## src/design/bfic_pkg.sv

```systemverilog
// ----------------------------------------------------------------------------
// bfic_pkg
// Shared constants, codes and control types of the interpreter core.
// ----------------------------------------------------------------------------
package bfic_pkg;

    localparam int TAPE_CELLS  = 32768;
    localparam int PROG_LEN    = 4096;
    localparam int STACK_DEPTH = 256;

    localparam int TAPE_AW  = $clog2(TAPE_CELLS);
    localparam int PROG_AW  = $clog2(PROG_LEN);
    localparam int LOAD_W   = $clog2(PROG_LEN + 1);
    localparam int STACK_AW = $clog2(STACK_DEPTH);
    localparam int DEPTH_W  = $clog2(STACK_DEPTH + 1);

    // Item kinds.
    localparam logic CMD_LOAD = 1'b0;
    localparam logic CMD_STEP = 1'b1;

    // Stored op codes.
    localparam logic [2:0] OP_INC   = 3'd0;
    localparam logic [2:0] OP_DEC   = 3'd1;
    localparam logic [2:0] OP_LEFT  = 3'd2;
    localparam logic [2:0] OP_RIGHT = 3'd3;
    localparam logic [2:0] OP_OUT   = 3'd4;
    localparam logic [2:0] OP_IN    = 3'd5;
    localparam logic [2:0] OP_OPEN  = 3'd6;
    localparam logic [2:0] OP_CLOSE = 3'd7;

    // Result status codes.
    localparam logic [2:0] ST_OK         = 3'd0;
    localparam logic [2:0] ST_WAIT       = 3'd1;
    localparam logic [2:0] ST_HALTED     = 3'd2;
    localparam logic [2:0] ST_BRACKET    = 3'd3;
    localparam logic [2:0] ST_TOO_LONG   = 3'd4;
    localparam logic [2:0] ST_NOT_LOADED = 3'd5;

    // Commands from the controller to the datapath.
    typedef struct packed {
        logic capture;
        logic exec;
        logic link;
        logic clear;
    } t_dp_cmd;

    // Status from the datapath to the controller.
    typedef struct packed {
        logic need_link;
        logic clear_last;
    } t_dp_stat;

endpackage

```

## src/design/bfic_ctrl.sv

```systemverilog
// ----------------------------------------------------------------------------
// bfic_ctrl
// Sequencer: tape clearing pass, item accept, execute and bracket link cycles.
// ----------------------------------------------------------------------------
module bfic_ctrl import bfic_pkg::*; (
    input  logic     i_clk,
    input  logic     i_rst_n,
    input  logic     i_start,
    input  t_dp_stat i_stat,
    output t_dp_cmd  o_ctl,
    output logic     o_busy,
    output logic     o_done
);

    typedef enum logic [1:0] {
        S_CLEAR,
        S_IDLE,
        S_EXEC,
        S_LINK
    } t_state;

    t_state r_state;
    t_state n_state;
    logic   r_done;
    logic   n_done;
    logic   accept;

    assign accept = i_start && (r_state == S_IDLE);

    always_comb begin
        n_state = r_state;
        case (r_state)
            S_CLEAR: begin
                if (i_stat.clear_last) begin
                    n_state = S_IDLE;
                end
            end
            S_IDLE: begin
                if (accept) begin
                    n_state = S_EXEC;
                end
            end
            S_EXEC: begin
                n_state = i_stat.need_link ? S_LINK : S_IDLE;
            end
            S_LINK: begin
                n_state = S_IDLE;
            end
            default: begin
                n_state = S_CLEAR;
            end
        endcase
        n_done = ((r_state == S_EXEC) && !i_stat.need_link) || (r_state == S_LINK);
    end

    always_ff @(posedge i_clk) begin
        if (!i_rst_n) begin
            r_state <= S_CLEAR;
            r_done  <= 1'b0;
        end else begin
            r_state <= n_state;
            r_done  <= n_done;
        end
    end

    assign o_ctl.capture = accept;
    assign o_ctl.exec    = (r_state == S_EXEC);
    assign o_ctl.link    = (r_state == S_LINK);
    assign o_ctl.clear   = (r_state == S_CLEAR);
    assign o_busy        = (r_state != S_IDLE) || !i_rst_n;
    assign o_done        = r_done;

    a_done_in_idle: assert property (@(posedge i_clk) disable iff (!i_rst_n)
        r_done |-> (r_state == S_IDLE))
        else $error("result strobe outside idle");

    a_accept_exec: assert property (@(posedge i_clk) disable iff (!i_rst_n)
        (r_state == S_IDLE && i_start) |=> (r_state == S_EXEC))
        else $error("accepted item did not enter execute");

    a_link_done: assert property (@(posedge i_clk) disable iff (!i_rst_n)
        (r_state == S_LINK) |=> (r_done && r_state == S_IDLE))
        else $error("link cycle did not complete the item");

endmodule

```

## config.mk

```make
export PLATFORM = sky130hd
export DESIGN_NAME = bfic_ctrl
export DESIGN_NICKNAME = d
export VERILOG_FILES = /design/src/design/bfic_pkg.sv /design/src/design/bfic_ctrl.sv
export SDC_FILE = /design/constraint.sdc
export NUM_CORES = 1
export LEC_CHECK = 0
export BUFFER_PORTS_ARGS = -buffer_cell sky130_fd_sc_hd__buf_2
export CAP_MARGIN = 20
export CORE_AREA = 2 2 39 41
export DETAILED_ROUTE_END_ITERATION = 10
export DIE_AREA = 0 0 41 43
export PLACE_DENSITY = 0.36
export SYNTH_ARGS = -nofsm -noshare
export SYNTH_HDL_FRONTEND = slang
export SYNTH_SLANG_ARGS = --single-unit
```

## constraint.sdc

```tcl
create_clock -name i_clk -period 1.83 [get_ports i_clk]
set_clock_uncertainty 0.2 [all_clocks]
set_input_delay 0 -clock i_clk [delete_from_list [all_inputs] [get_ports i_clk]]
set_output_delay 0 -clock i_clk [all_outputs]
set_load 0.005 [all_outputs]
```

# ---- Word level (Yosys, flattened, before mapping)
# Index checks and enable logic that the tools add are counted.
dict set report word_totals {
  regBits 3
  output_inout_bits 6
  input_bits 5
  elab_cells 20
}
dict set report classes {
  reduce_logical 8
  muxes 4
  n_eq_ne 6
}
# operator count
set op_table {}
lappend op_table {{$pmux W2 S4} 1}
lappend op_table {{$mux W2} 3}
lappend op_table {{$eq A2 B2 Y1 const B} 2}
lappend op_table {{$ne A2 B2 Y1 const B} 2}
lappend op_table {{$eq A2 B1 Y1 const B} 1}
lappend op_table {{$logic_and A1 B1 Y1} 2}
lappend op_table {{$logic_not A1 Y1} 2}
lappend op_table {{$logic_not A2 Y1} 1}
lappend op_table {{$logic_or A1 B1 Y1} 2}
lappend op_table {{$ne A2 B1 Y1 const B} 1}
lappend op_table {{$reduce_and A2 Y1} 1}

# ---- Depth between registers and ports, before layout
# Gate-level depths: netlist of run 1.
dict set report logic_depth {
  depth_word 4
  ltp_mapped 5
  ltp_nobuf 5
}

# ---- Least setup slack after synthesis of run 1
# Ideal clock, no wire load.
dict set report synth_timing {
  path_kind {register to register}
  startpoint {register r_state[0]}
  endpoint {register r_state[1]}
  setup_slack_ps 460
  arrival_ps 1042
  setup_time_ps 128
  path_buffers 0
  stages_incl_launch_ff 6
  t_required_ps 1502
  synth_period_minus_slack_ps 1370
  cell_sequence {dfxtp_1 > inv_1 > ha_1 > nor2b_4 > o211ai_1 > o41ai_2}
}
# element line
set synth_rtl {}
lappend synth_rtl {{start, declared} bfic_ctrl.sv:22} ;# t_state r_state;
lappend synth_rtl {{start signal, assigned} bfic_ctrl.sv:61} ;# r_state <= n_state;

# ---- Worst setup path in the final report of run 1
dict set report layout_timing {
  startpoint {register r_state[1]}
  endpoint {register r_state[1]}
}
dict set report layout_between {
  elab_chain_cells 4
  elab_cells_between_ends 9
  classes_between {eq/ne (5); mux (1); reduce/logical (3)}
}
# element line
set layout_lines {}
lappend layout_lines {{$eq A2 B1 Y1} {bfic_ctrl.sv:28, bfic_ctrl.sv:32}}
lappend layout_lines {{$logic_and A1 B1 Y1} bfic_ctrl.sv:28} ;# assign accept = i_start && (r_state == S_IDLE);
lappend layout_lines {{$ne A2 B2 Y1 (no line)} n/a}
lappend layout_lines {{$reduce_and A2 Y1 (no line)} n/a}
# Several ways; a longest one is shown, not always the timed one.
# A chain may end at the register's enable or synchronous reset.

==> run_results.csv, run 1 <==
group,metric,value,unit
routing,drtPass1Iterations,1,
cells_and_area,nNetsFinal,53,
global_routing,grt_max_degree,6,
placement,place_inst,50,
sta,period_share,80.5,%
synth,synth_nets,35,
synth,ys_ff_latch,3,
critical_path,required,1.74,ns
floorplan,fp-row-count,14,
clock_network,cts_tree,"done",
power,powerDensity,681,nW/um2
power,vdd_drop_max,0.405,mV
floorplan,die_w,41,um
power,leakagePower,0.188,nW
routing,ant_nets,0,
clock_network,cts_buffer_depth,2,
sta,finalHoldViolCount,0,
placement,dp.final_hpwl,391,um
sta,tightestPinTransition,0.206,ns
global_routing,grt_pass1_wl,800,um
cells_and_area,drive_gt1_share,40.5,%
sta,rsz0062_at_grt,"no",
clock_network,cts_made_buffers,3,
sta,slew_violations,0,
placement,gp_congestion,0.669,
routing,wl_per_cell,8.38,um
critical_path,crit_path_start_kind,"flop",
routing,routed_wl,486,um
critical_path,crit_type,"reg2reg",
sta,max_freq,679,MHz
cells_and_area,antennaDiodeCount,0,
sta,setup_viol,0,
sta,hold_slack,0.328,ns
floorplan,io-pin-count,11,
clock_network,cts_sinks,3,
global_routing,grt_pass1_vias,204,
routing,dr_total_vias,230,
synth,syn_area,245,um2
global_routing,overflow,0,
critical_path,crit_arrival,1.38,ns
floorplan,initial_utilization,17.7,%
cells_and_area,final_cell_mix,"10 x buf_2, 5 x ha_1, 4 x dlygate4sd3_1",
synth,syn_inst,25,
synth,yosysSeqAreaShare,24.5,%
global_routing,grt.total_usage,7.42,%
cells_and_area,final_common_cell,"buf_2",
critical_path,cp_max_fo,5,
critical_path,worst_setup_path_end_kind,"flop",
global_routing,antenna_found_initial,0,
floorplan,die_h,43,um
critical_path,crit_path_top_delay_cell,"dfxtp_1",
cells_and_area,stdcell_area,374,um2
floorplan,die-area,1760,um2
critical_path,path_cells,"inv_1, ha_1, nor2b_4, o211ai_1, o41ai_2",
job,drv_cap,0,
run_status,outcome,"complete, no violations",
critical_path,worst_path_largest_cell_delay,0.40,ns
power,totalPowerFinal,255,uW
routing,drc,0,
clock_network,clk_pin_slew,0.04,ns
synth,yosysWarnings,0,
routing,vias_per_cell,3.97,
cells_and_area,instances_no_fill,58,
placement,dpl_cell_area,308,um2
placement,port_buffers,10,
floorplan,design.core.area,1380,um2
sta,relSlewSlack,86.1,%
routing,drtIter0Drc,0,
worst_hold_path,hold_path.class,"reg2reg",
sta,layout_min_cycle_time,1.47,ns
sta,finalSetupTns,0,ns
synth,synth_cell_types,15,
clock_network,clkLatencyLatePin,0.23,ns
clock_network,root_buffer,"clkbuf_4",
clock_network,cts_max_level,1,
synth,syn_avg_cell_area,9.81,um2
cells_and_area,fillers,158,
cells_and_area,syn_to_final_growth,52.6,%
-- worst paths after layout --
check / from / end / slack (ns) / cells after the start
hold reg to reg: r_state[0] / r_state[0] / 0.33 / 2
setup / recovery: r_state[1] / r_state[1] / 0.36 / 5
setup reg to reg: r_state[1] / r_state[1] / 0.36 / 5
hold / removal: r_state[0] / r_state[0] / 0.33 / 2
-- per-stage QoR --
step,util [%],setup WS (ns)
6_report,27.0,0.357
5_1_grt,27.0,0.220
4_1_cts,27.0,0.349
3_5_place_dp,22.2,0.365
3_3_place_gp,22.2,0.369
2_1_floorplan,-,0.460
-- layout make-up --
type                            instances  area (um2)  area share, %
Tap cell                               16        20.0           5.35
Clock buffer                            4        26.3           7.02
Timing Repair Buffer                   14        90.1           24.1
Sequential cell                         3        60.1           16.1
Inverter                                3        11.3           3.01
Multi-Input combinational cell         18         166           44.5
-- sequential cells by signal, indices dropped and copies added (netlist names) --
| register | cells |
|---|---|
| r_state | 2 |
| o_done | 1 |
-- cells in the mapped netlist --
cell type  count  share of area (%)
dfxtp_1        3                 24
a21oi_1        1                2.0
inv_1          3                4.6
o21ai_0        1                2.0
nor2b_4        2                 11
buf_4          1                3.1
and2_2         1                3.1
nor2b_1        1                2.6
o211ai_1       1                3.1
nand2_1        2                3.1
or2_0          1                2.6
ha_1           5                 26
o41ai_2        1                6.6
a21boi_1       1                3.1
o21a_1         1                3.1
-- critical path, delay by kind of cell, from the launching register on --
kind            cells  cell delay, ns
flops               1            0.40
compound gates      2            0.28
fa+ha+maj           1            0.24
simple gates        1            0.15
buf+inv             1            0.09
-- metal layers --
layer	global-route usage (%)	up-vias	share of wire [%]
li1	-	115	-
met1	7.69	107	45
met2	9.06	8	45
met3	7.85	0	9.7
met4	4.00	0	0
met5	0	-	0
-- what timing repair did --
action	in CTS	in global routing
resized for setup	0	0
endpoints found under the hold margin	3	0
setup buffers	0	0
hold buffers	4	0
-- power by group --
part | internal (mW) | total (mW) | switching (mW)
clock network | 0.0816 | 0.115 | 0.0333
logic | 0.0353 | 0.0647 | 0.0293
registers | 0.0704 | 0.0750 | 0.00461
total | 0.187 | 0.255 | 0.0673
-- cells by family (layout without fill, tap and decap cells) --
logic type      after synthesis  count (layout)  share of synthesized area, %
buf+inv                       4              21                          7.65
simple gates                  7               7                          22.5
flops                         3               3                          24.5
compound gates                6               6                          19.9
fa+ha+maj                     5               5                          25.5
(Power assumes the default switching activity.)
==> run 2: changes to the inputs <==
- PLACE_DENSITY: 0.36 -> 0.38
- clock period: 1.83 -> 1.35 ns (I/O delays scaled with it)
==> run 2 against run 1 <==
Against the previous run: clock power increased by 37%; sequential power grew 41%; sequential cell count is the same.
==> run_results.csv, run 2 (synthesis gave the netlist of run 1 again) <==
group,metric,value,unit
routing,drc,0,
routing,drtIter0Drc,0,
cells_and_area,final_cell_mix,"10 x buf_2, 4 x dlygate4sd3_1, 3 x ha_4, 3 x clkbuf_4, 3 x buf_4",
sta,finalSetupTns,0,ns
cells_and_area,fillers,154,
clock_network,cts_sinks,3,
cells_and_area,final_common_cell,"buf_2",
placement,dp.final_hpwl,387,um
power,totalPowerFinal,400,uW
routing,ant_nets,0,
routing,routed_wl,600,um
sta,layout_min_cycle_time,1.34,ns
power,powerDensity,863,nW/um2
worst_hold_path,hold_path.class,"in2reg",
sta,relSlewSlack,83.5,%
critical_path,cp.buffers_inverters,3,
sta,setup_viol,0,
critical_path,path_cells,"buf_4, buf_4, ha_2, buf_2",
floorplan,die-area,1760,um2
critical_path,crit_path_top_delay_cell,"dfxtp_4",
placement,place_ws,-0.0574,ns
sta,period_share,99.3,%
clock_network,cts_max_level,1,
floorplan,initial_utilization,17.7,%
sta,max_freq,746,MHz
cells_and_area,drive_gt1_share,69.6,%
global_routing,grt_pass1_wl,1.04,mm
job,drv_cap,0,
sta,setup_ws,0.00939,ns
routing,dr_total_vias,239,
cells_and_area,antennaDiodeCount,0,
global_routing,grt_pass1_vias,260,
routing,drtPass1Iterations,1,
placement,place_inst,54,
floorplan,die_w,41,um
global_routing,grt.total_usage,9.03,%
clock_network,clk_pin_slew,0.04,ns
global_routing,overflow,0,
critical_path,crit_arrival,1.14,ns
sta,slew_violations,0,
cells_and_area,top_register,"r_state",
critical_path,worst_setup_path_end_kind,"output port",
cells_and_area,syn_to_final_growth,89.3,%
critical_path,crit_top_cell,"buf_4",
floorplan,design.core.area,1380,um2
placement,gp_congestion,0.676,
critical_path,rrSetupSlack,0.02,ns
critical_path,cp_max_fo,3,
floorplan,fp-row-count,14,
placement,port_buffers,10,
global_routing,antenna_found_initial,0,
power,leakagePower,0.211,nW
run_status,outcome,"complete, no violations",
cells_and_area,largest_reg_flops,2,
sta,finalHoldViolCount,0,
critical_path,worst_path_largest_cell_delay,0.36,ns
clock_network,cts_tree,"done",
clock_network,clkLatencyLatePin,0.23,ns
cells_and_area,nNetsFinal,57,
power,vdd_drop_max,0.402,mV
sta,tightestPinTransition,0.245,ns
routing,wl_per_cell,9.68,um
sta,rsz0062_at_grt,"yes",
critical_path,crit_path_start_kind,"flop",
critical_path,crit_family,"buffers and inverters",
floorplan,io-pin-count,11,
cells_and_area,instances_no_fill,62,
clock_network,root_buffer,"clkbuf_4",
global_routing,grt_max_degree,6,
critical_path,required,1.15,ns
floorplan,die_h,43,um
clock_network,cts_buffer_depth,2,
cells_and_area,utilization,33.5,%
clock_network,cts_made_buffers,3,
routing,vias_per_cell,3.85,
critical_path,crit_type,"reg2out",
## run 2: cell count changes in the layout (fill, tap and decap cells not counted), moves of 2 or more
cell | previous run | this run
ha_4 | 0 | 3
dfxtp_1 | 3 | 1
inv_1 | 3 | 1
ha_1 | 5 | 0
ha_2 | 0 | 2
buf_4 | 0 | 3
## run 2: power breakdown
part           switching, mW  internal, mW
clock network         0.0471         0.111
registers            0.00909        0.0968
logic                 0.0564        0.0803
## run 2: area by class of cell
cell class              instances  area, um2  share of cell area (%)
flip-flops and latches          3       65.1                    14.0
repair buffers                 18        124                    26.7
inverters                       3       13.8                    2.96
multi-input cells              18        215                    46.4
clock buffers                   4       26.3                    5.66
well taps                      16       20.0                    4.31
## run 2: layer usage
layer  vias to the layer above  GRT usage [%]  part of all wire [%]  routed length, um
met1                       109           11.2                    42                252
li1                        126              -                     -                  -
met5                         -              0                     0                  0
met3                         0           1.57                   4.2                 25
met4                         0           10.0                     0                  0
met2                         4           11.6                    54                322
## run 2: what timing repair did
item,4_1_cts,5_1_grt
hold buffers,4,0
setup endpoints to repair,5,3
pin swaps,1,6
gates resized for setup,7,9
hold endpoints to repair,3,0
buffers inserted,1,0
## run 2: through the flow
step	hold slack, ns	area [um2]
final	0.399	464
after global routing	0.424	464
after CTS	0.389	427
after detailed placement	0.0726	342
after global placement	0.0883	342
after floorplan	-0.155	249
## run 2: worst paths after layout
kind,startpoint,endpoint,cells after the start
worst min register to register,r_state[1],r_state[1],3
worst min-delay path,i_rst_n,o_done,3
worst max register to register,r_state[0],r_state[1],5
worst max-delay path,r_state[0],o_ctl[1],4
## run 2: worst min-delay path: stages
cell,delay (ns)
dlygate4sd3_1,0.52
buf_2,0.15
o21a_1,0.13
==> run 3: changes to the inputs <==
- ABC_AREA: unset -> 1
- CTS_CLUSTER_SIZE: unset -> 28
- PLACE_DENSITY: 0.38 -> 0.36
==> run 3 against run 2 <==
Against the previous run: hold slack got worse by 0.025 ns; synthesized cell count rose by 32%; final cell count rose by 9.7%; largest power group is now combinational cells; utilization fell by 6.1 points.
==> run_results.csv, run 3 <==
group,metric,value,unit
synth,synth_xor_area_share,0,%
cells_and_area,fillers,156,
cells_and_area,largest_reg_flops,2,
clock_network,root_buffer,"clkbuf_4",
floorplan,fp-row-count,14,
placement,gp_congestion,0.633,
cells_and_area,final_common_cell,"buf_2",
critical_path,required,1.27,ns
floorplan,die_w,41,um
power,power_frac_comb,38.6,%
synth,ys_ff_latch,3,
job,drv_cap,0,
sta,setup_viol,0,
synth,synth.area.top_cells,"ha_1 27%, dfxtp_1 26%, nand2_1 15%",
critical_path,crit_top_cell,"nand2_2",
routing,dr_total_vias,234,
synth,synth_edf_count,0,
synth,synthAdderAreaFrac,26.9,%
critical_path,crit_family,"flip-flops",
sta,period_share,93.5,%
global_routing,grt.total_usage,7.02,%
sta,layout_min_cycle_time,1.26,ns
critical_path,cp.buffers_inverters,1,
cells_and_area,drive_gt1_share,38.5,%
synth,syn_avg_cell_area,7.05,um2
synth,synth_simple_gate_area_share,23.1,%
sta,slew_violations,0,
clock_network,cts_sinks,3,
routing,routed_wl,510,um
power,swShare,33.1,%
routing,ant_nets,0,
synth,yosysMostFrequentCell,"nand2_1",
power,pwr-share-clk,36.0,%
critical_path,worst_setup_path_end_kind,"flop",
critical_path,crit_arrival,1.18,ns
sta,rsz0062_at_grt,"no",
global_routing,antenna_found_initial,0,
critical_path,crit_path_start_kind,"flop",
critical_path,crit_type,"reg2reg",
synth,syn_area,233,um2
sta,tightestPinTransition,0.150,ns
power,leakagePower,0.222,nW
power,totalPowerFinal,450,uW
sta,max_freq,792,MHz
power,seqPwrFrac,25.4,%
placement,place_ws,0.0309,ns
synth,synth_compound_area_share,8.06,%
global_routing,overflow,0,
sta,finalSetupTns,0,ns
clock_network,clkLatencyLatePin,0.23,ns
clock_network,cts_setup_buffers,0,
clock_network,cts_max_level,1,
synth,synth_top_family_by_area,"adder cells",
critical_path,worst_path_largest_cell_delay,0.34,ns
power,vdd_drop_max,0.465,mV
synth,yosysWarnings,0,
synth,synth_cell_types,9,
power,p_switching,149,uW
sta,finalHoldViolCount,0,
cells_and_area,top_register,"r_state",
floorplan,design.core.area,1380,um2
synth,synthArstFlopShare,0,%
clock_network,cts_buffer_depth,2,
cells_and_area,nNetsFinal,63,
placement,dp.final_hpwl,386,um
floorplan,io-pin-count,11,
floorplan,die-area,1760,um2
cells_and_area,final_cell_mix,"10 x buf_2, 9 x nand2_1, 8 x inv_1, 4 x ha_1, 4 x dlygate4sd3_1",
routing,vias_per_cell,3.44,
routing,drtIter0Drc,6,
placement,port_buffers,10,
critical_path,cp_max_fo,3,
routing,drc,0,
clock_network,cts_made_buffers,3,
floorplan,die_h,43,um
run_status,outcome,"complete, no violations",
floorplan,initial_utilization,16.8,%
synth,yosysSeqAreaShare,25.8,%
routing,wl_per_cell,7.50,um
global_routing,grt_pass1_wl,772,um
synth,synth_nets,43,
synth,synthFlopType,"dfxtp_1",
global_routing,grt_max_degree,5,
critical_path,path_cells,"inv_1, ha_1, nand2_2, nand2_2, a21oi_1, nor2_1",
worst_hold_path,hold_path.class,"in2reg",
clock_network,clk_pin_slew,0.04,ns
sta,relSlewSlack,90.0,%
synth,synthMuxAreaShare,0,%
clock_network,cts_tree,"done",
sta,setup_ws,0.0873,ns
synth,netlist.area_leader.share,26.9,%
routing,drtPass1Iterations,2,
synth,syn_inst,33,
power,p_int,301,uW
cells_and_area,syn_to_final_growth,63.4,%
critical_path,crit_path_top_delay_cell,"dfxtp_2",
synth,synthTopCellsByCount,"9 x nand2_1, 8 x inv_1, 5 x ha_1",
synth,yosys.area.top_type,"ha_1",
global_routing,grt_pass1_vias,212,
cells_and_area,antennaDiodeCount,0,
power,powerDensity,1180,nW/um2
## run 3: per-stage QoR
step | hold slack, ns | area [um2] | utilization (%) | instances
floorplan | -0.155 | 233 | - | 33
global placement | 0.0626 | 310 | 22.4 | 60
detailed placement | 0.0653 | 310 | 22.4 | 60
CTS | 0.371 | 377 | 27.2 | 68
global route | 0.396 | 380 | 27.5 | 68
finish | 0.374 | 380 | 27.5 | 68
## run 3: path summary, 6_finish.rpt
path	startpoint	endpoint	slack, ns	depth (start not counted)
max	r_state[0]	r_state[1]	0.09	6
min reg2reg	r_state[1]	r_state[1]	0.39	4
min	i_rst_n	r_state[1]	0.37	4
max reg2reg	r_state[0]	r_state[1]	0.09	6
## run 3: final cells by class
| class | instances | area [um2] | share of cell area, % |
|---|---|---|---|
| tap | 16 | 20.0 | 5.26 |
| timing repair buffer | 16 | 105 | 27.6 |
| multi-input combinational | 21 | 138 | 36.2 |
| clock buffer | 4 | 26.3 | 6.91 |
| inverter | 8 | 30.0 | 7.89 |
| sequential | 3 | 61.3 | 16.1 |
## run 3: cells by family (layout without fill, tap and decap cells)
kind of cell / count (synthesis) / after routing
flip-flops: 3 / 3
adder cells (fa/ha/maj): 5 / 5
AO/OA/AOI/OAI: 3 / 3
buffers and inverters: 9 / 28
AND/OR/NAND/NOR: 13 / 13
## run 3: power groups by stage
| stage | logic, mW | registers (mW) | clock network [mW] |
|---|---|---|---|
| after global placement | 0.171 | 0.114 | 0 |
| after global routing | 0.205 | 0.117 | 0.180 |
| after detailed placement | 0.166 | 0.115 | 0 |
| final | 0.174 | 0.115 | 0.162 |
| after floorplan | 0.105 | 0.116 | 0 |
| after CTS | 0.175 | 0.113 | 0.167 |
## run 3: worst min-delay path, delay by kind of cell
family	cells	cell delay [ns]
buffers and inverters	2	0.66
and+or+nand+nor	2	0.10
## run 3: metal layers
layer | routed length (um) | part of all wire, % | up-vias | global-route usage, %
li1 | - | - | 131 | -
met1 | 252 | 49 | 94 | 8.65
met2 | 220 | 43 | 9 | 8.75
met3 | 38 | 7.5 | 0 | 6.28
met4 | 0 | 0 | 0 | 2.00
met5 | 0 | 0 | - | 0
## run 3: timing repair
| action | in CTS | in global routing |
|---|---|---|
| setup endpoints to repair | 0 | 2 |
| endpoints found under the hold margin | 3 | 0 |
| resized for setup | 0 | 2 |
| hold buffers | 4 | 0 |
